`src/rtl/core/slt_pkg.sv`:
```
// Package with the codes, default sizes and types of the lock table.
package slt_pkg;

  localparam int ENTRIES_DEF     = 1024;
  localparam int THREADS_DEF     = 16;
  localparam int MAX_SHARERS_DEF = 255;

  localparam int CMD_W    = 3;
  localparam int IDX_W    = 10;
  localparam int TID_W    = 4;
  localparam int MODE_W   = 2;
  localparam int STATUS_W = 2;
  localparam int SHR_W    = 8;

  typedef enum logic [CMD_W-1:0] {
    CMD_INIT    = 3'd0,
    CMD_LOCK_SH = 3'd1,
    CMD_LOCK_EX = 3'd2,
    CMD_UNLOCK  = 3'd3,
    CMD_ADD_THR = 3'd4,
    CMD_REM_THR = 3'd5,
    CMD_INVAL   = 3'd6
  } cmd_e;

  typedef enum logic [MODE_W-1:0] {
    MODE_FREE   = 2'd0,
    MODE_SHARED = 2'd1,
    MODE_EXCL   = 2'd2,
    MODE_OWNED  = 2'd3
  } mode_e;

  typedef enum logic [STATUS_W-1:0] {
    ST_OK    = 2'd0,
    ST_WAIT  = 2'd1,
    ST_ABORT = 2'd2,
    ST_BUSY  = 2'd3
  } status_e;

  typedef enum logic {
    S_CLEAR = 1'b0,
    S_RUN   = 1'b1
  } state_e;

endpackage

```
`src/rtl/core/slt_update.sv`:
```
// Command logic that computes the new entry contents and the status.
module slt_update #(
  parameter int THREADS     = slt_pkg::THREADS_DEF,
  parameter int MAX_SHARERS = slt_pkg::MAX_SHARERS_DEF,
  parameter int CW          = $clog2(MAX_SHARERS + 1)
) (
  input  slt_pkg::cmd_e           cmd_i,
  input  logic [slt_pkg::TID_W-1:0] tid_i,
  input  slt_pkg::mode_e          init_mode_i,
  input  logic                    cur_valid_i,
  input  slt_pkg::mode_e          cur_mode_i,
  input  logic [CW-1:0]           cur_cnt_i,
  input  logic [THREADS-1:0]      cur_mask_i,
  output logic                    nxt_valid_o,
  output slt_pkg::mode_e          nxt_mode_o,
  output logic [CW-1:0]           nxt_cnt_o,
  output logic [THREADS-1:0]      nxt_mask_o,
  output slt_pkg::status_e        status_o
);

  logic               tid_ok;
  logic [THREADS-1:0] tid_bit;
  logic [CW-1:0]      cnt_dec;

  assign tid_ok  = 32'(tid_i) < THREADS;
  assign tid_bit = THREADS'(1) << tid_i;
  assign cnt_dec = cur_cnt_i - CW'(1);

  always_comb begin
    nxt_valid_o = cur_valid_i;
    nxt_mode_o  = cur_mode_i;
    nxt_cnt_o   = cur_cnt_i;
    nxt_mask_o  = cur_mask_i;
    status_o    = slt_pkg::ST_ABORT;
    if (cmd_i == slt_pkg::CMD_INIT) begin
      nxt_valid_o = 1'b1;
      nxt_mode_o  = init_mode_i;
      nxt_cnt_o   = '0;
      nxt_mask_o  = '0;
      status_o    = slt_pkg::ST_OK;
    end else if (cur_valid_i) begin
      unique case (cmd_i)
        slt_pkg::CMD_LOCK_EX: begin
          if (cur_mode_i == slt_pkg::MODE_OWNED) begin
            status_o = slt_pkg::ST_ABORT;
          end else if (cur_mode_i != slt_pkg::MODE_FREE) begin
            status_o = slt_pkg::ST_WAIT;
          end else if (cur_cnt_i != '0) begin
            status_o = slt_pkg::ST_ABORT;
          end else begin
            nxt_mode_o = slt_pkg::MODE_EXCL;
            nxt_cnt_o  = CW'(1);
            status_o   = slt_pkg::ST_OK;
          end
        end
        slt_pkg::CMD_LOCK_SH: begin
          if (cur_mode_i == slt_pkg::MODE_OWNED) begin
            status_o = slt_pkg::ST_ABORT;
          end else if (cur_mode_i == slt_pkg::MODE_EXCL) begin
            status_o = slt_pkg::ST_WAIT;
          end else if (cur_mode_i == slt_pkg::MODE_FREE) begin
            if (cur_cnt_i != '0) begin
              status_o = slt_pkg::ST_ABORT;
            end else begin
              nxt_mode_o = slt_pkg::MODE_SHARED;
              nxt_cnt_o  = CW'(1);
              status_o   = slt_pkg::ST_OK;
            end
          end else if (cur_cnt_i == '0) begin
            status_o = slt_pkg::ST_ABORT;
          end else if (cur_cnt_i >= CW'(MAX_SHARERS)) begin
            status_o = slt_pkg::ST_WAIT;
          end else begin
            nxt_cnt_o = cur_cnt_i + CW'(1);
            status_o  = slt_pkg::ST_OK;
          end
        end
        slt_pkg::CMD_UNLOCK: begin
          if (cur_mode_i == slt_pkg::MODE_OWNED) begin
            status_o = slt_pkg::ST_ABORT;
          end else if (cur_mode_i == slt_pkg::MODE_EXCL) begin
            if (cur_cnt_i != CW'(1)) begin
              status_o = slt_pkg::ST_ABORT;
            end else begin
              nxt_mode_o = slt_pkg::MODE_FREE;
              nxt_cnt_o  = '0;
              status_o   = slt_pkg::ST_OK;
            end
          end else if (cur_mode_i == slt_pkg::MODE_SHARED) begin
            if (cur_cnt_i == '0) begin
              status_o = slt_pkg::ST_ABORT;
            end else begin
              nxt_cnt_o = cnt_dec;
              if (cnt_dec == '0) begin
                nxt_mode_o = slt_pkg::MODE_FREE;
              end
              status_o = slt_pkg::ST_OK;
            end
          end else begin
            status_o = slt_pkg::ST_OK;
          end
        end
        slt_pkg::CMD_ADD_THR: begin
          if (tid_ok) begin
            nxt_mask_o = cur_mask_i | tid_bit;
            status_o   = slt_pkg::ST_OK;
          end
        end
        slt_pkg::CMD_REM_THR: begin
          if (tid_ok && ((cur_mask_i & tid_bit) != '0)) begin
            nxt_mask_o = cur_mask_i & ~tid_bit;
            status_o   = slt_pkg::ST_OK;
          end
        end
        slt_pkg::CMD_INVAL: begin
          if (cur_mask_i != '0) begin
            status_o = slt_pkg::ST_BUSY;
          end else if (cur_cnt_i != '0) begin
            status_o = slt_pkg::ST_ABORT;
          end else begin
            nxt_mode_o = slt_pkg::MODE_OWNED;
            status_o   = slt_pkg::ST_OK;
          end
        end
        default: begin
          status_o = slt_pkg::ST_ABORT;
        end
      endcase
    end
  end

endmodule

```
`config.mk`:
```
export PLATFORM = sky130hd
export DESIGN_NAME = slt_update
export DESIGN_NICKNAME = d
export VERILOG_FILES = /design/src/rtl/core/slt_pkg.sv /design/src/rtl/core/slt_update.sv
export SDC_FILE = /design/constraint.sdc
export NUM_CORES = 1
export LEC_CHECK = 0
export ABC_AREA = 1
export BUFFER_PORTS_ARGS = -buffer_cell sky130_fd_sc_hd__buf_2
export CAP_MARGIN = 20
export CORE_MARGIN = 2
export CORE_UTILIZATION = 45
export DETAILED_ROUTE_END_ITERATION = 7
export PLACE_DENSITY_LB_ADDON = 0.15
export SLEW_MARGIN = 15
export SYNTH_ARGS = -nofsm -noshare
export SYNTH_HDL_FRONTEND = slang
export SYNTH_SLANG_ARGS = --single-unit
```
`constraint.sdc`:
```
create_clock -name vclk -period 1.9
set_input_delay 0 -clock vclk [all_inputs]
set_output_delay 0 -clock vclk [all_outputs]
set_load 0.05 [all_outputs]
```
==> flow_summary.toml <==
[run_status]
status = "finished clean"

[die]
die_area_mm2 = 0.00504
dieHeight_um = 71.0
core-area_mm2 = 0.00432
rows = 24
boundaryPins = 65
die_w_um = 71.0
start_util_pct = 46.7

[detailed_routing]
met3_length_um = 885
wl_met1_um = 3380
drcViolationCount = 0
drt-initial-drc-count = 373
drtPass1Iterations = 5
avgViaCountPerCell = 5.70
wirelength_um = 7580
drtAntennaViolNets = 0
routed-wl-met2_um = 3220
routed.top_layer = "met4"
wl_per_cell_um = 13.6
vias = 3174

[synth]
synthCells = 416
synth_common_cells = "89 x nand2_1, 70 x nor2_1, 57 x o21ai_0"
ys_types = 33
synth_most_common_cell = "nand2_1"
synth.top_cell.area_share_pct = 16.5
yosys.area.top_type = "nand2_1"
synth_nets = 463
synth-warning-count = 0
avgSynthCellArea_um2 = 4.85
syn_area_mm2 = 0.00202
ys_seq_area_share_pct = 0
yosys-top-cells-area = "nand2_1 17%, o21ai_0 14%, nor2_1 13%"

[timing]
setup_violations = 0
relSlewSlack_pct = 59.2
slew_viol_final = 0
rsz0062_at_grt = "true"
fin_crit_sh_pct = 97.1
worstMarginPinSlew_ps = 610
hold_viol_final = 0
fin_crit_ps = 1850
setup_slack_ps = 55.0
hold-worst-slack_ps = 398
fmax_mhz = 542

[grt]
grt_max_degree = 32
antenna_found_initial = 0
grt_overflow_total = 0
grt_use_total_pct = 28.7
grt_pass1_vias = 2726
grt_pass1_wl_um = 12300

[finish]
nNetsFinal = 554
syn2layout_area_growth_pct = 33.2
fillerInstances = 468
nFlopsAndLatches = 0
diodes = 0
clock_buffers = 0
final_core_utilization_pct = 62.2
drive_gt1_share_pct = 25.7
ff_latch_area_um2 = 0

[pwr]
max-vdd-ir-drop_mv = 0.152
p_per_area_mw_per_mm2 = 262
p_leak_nw = 1.42

[worst_setup_path]
start_kind = "primary input"
cp_cell_sequence = "buf_2, inv_1, nand2_1, nor2_1, nand2_2, ha_1, nand2_1, nand3_1, nand2_1, a41oi_1, nand3_1, nor3_2, nor2_2, buf_4"
cp.required_ps = 1900
crit_arrival_ps = 1850
worstSetupPathType = "in2out"
max_stage_delay_ps = 310
cpMostUsedCell = "nand2_1"
cp_max_fo = 6
slowest_stage = "ha_1"
setup.worst_path.end_class = "primary output"

[place]
portBuffers = 65
gp_congestion = 0.956
dp_slack_ps = 71.4
dp_hpwl_um = 6090

[cts]
post-cts-setup-buffer-count = 0
ctsResizeCount = 0
hold_buffers = 0

[job]
maxCapViolations = 0

[min_path]
hold_path.class = "in2out"
-- per-layer routing --
| metal | GRT usage [%] | up-vias |
|---|---|---|
| met5 | 0 | - |
| met4 | 5.03 | 0 |
| met3 | 2.56 | 13 |
| met2 | 43.9 | 198 |
| met1 | 43.8 | 1391 |
| li1 | - | 1572 |
-- stage by stage --
step	cells	total power, mW	cell area [um^2]	TNS [ps]
finish	557	0.706	2690	0
detailed placement	557	0.685	2660	0
CTS	557	0.687	2660	0
global placement	557	0.683	2660	0
floorplan	416	0.468	2040	-6.59
global route	557	0.763	2690	-91.6
-- worst max-delay path, delay by kind of cell --
kind	cells	cell delay, ps
adder cells (fa/ha/maj)	1	310
AND/OR/NAND/NOR	9	960
AO/OA/AOI/OAI	1	190
buffers and inverters	3	370
-- power breakdown --
group | leakage [nW] | internal (mW) | switching (mW)
sequential | 0 | 0 | 0
clock | 0 | 0 | 0
combinational | 1.42 | 0.217 | 0.489
-- kinds of logic (layout without fill, tap and decap cells) --
| group | count (synthesis) | after routing | share of synthesized area (%) |
|---|---|---|---|
| adder cells (fa/ha/maj) | 11 | 11 | 6.82 |
| XOR/XNOR | 3 | 3 | 1.30 |
| AO/OA/AOI/OAI | 93 | 93 | 26.1 |
| buffers and inverters | 70 | 159 | 14.4 |
| AND/OR/NAND/NOR | 239 | 239 | 51.3 |
-- placed cells by master (no fill, tap or decap), types with 3 or more instances in the layout --
| cell type | netlist | layout |
|---|---|---|
| nand2_1 | 89 | 89 |
| nor2_1 | 70 | 66 |
| buf_2 | 5 | 59 |
| o21ai_0 | 57 | 56 |
| inv_1 | 48 | 48 |
| buf_4 | 2 | 42 |
| nand3_1 | 32 | 31 |
| nor3_1 | 31 | 30 |
| a21oi_1 | 17 | 14 |
| ha_1 | 11 | 10 |
| nand4_1 | 7 | 7 |
| nor2_2 | 2 | 6 |
| clkbuf_4 | 0 | 5 |
| inv_2 | 3 | 3 |
| nand3_2 | 2 | 3 |
| a211oi_1 | 3 | 3 |
| a21oi_2 | 0 | 3 |
| xor2_1 | 3 | 3 |
-- cell type report --
cell class	instances	area [um^2]	share of cell area (%)
Inverter	52	195	7.26
Timing Repair Buffer	107	668	24.8
Tap cell	52	65.1	2.42
Multi-Input combinational cell	346	1760	65.5
-- worst paths after layout --
kind | from | end | slack [ps] | depth (start not counted)
max | cur_cnt_i[6] | status_o[1] | 50 | 14
min | init_mode_i[1] | nxt_mode_o[1] | 400 | 4
Note: power is estimated with default switching activity, not from simulation.
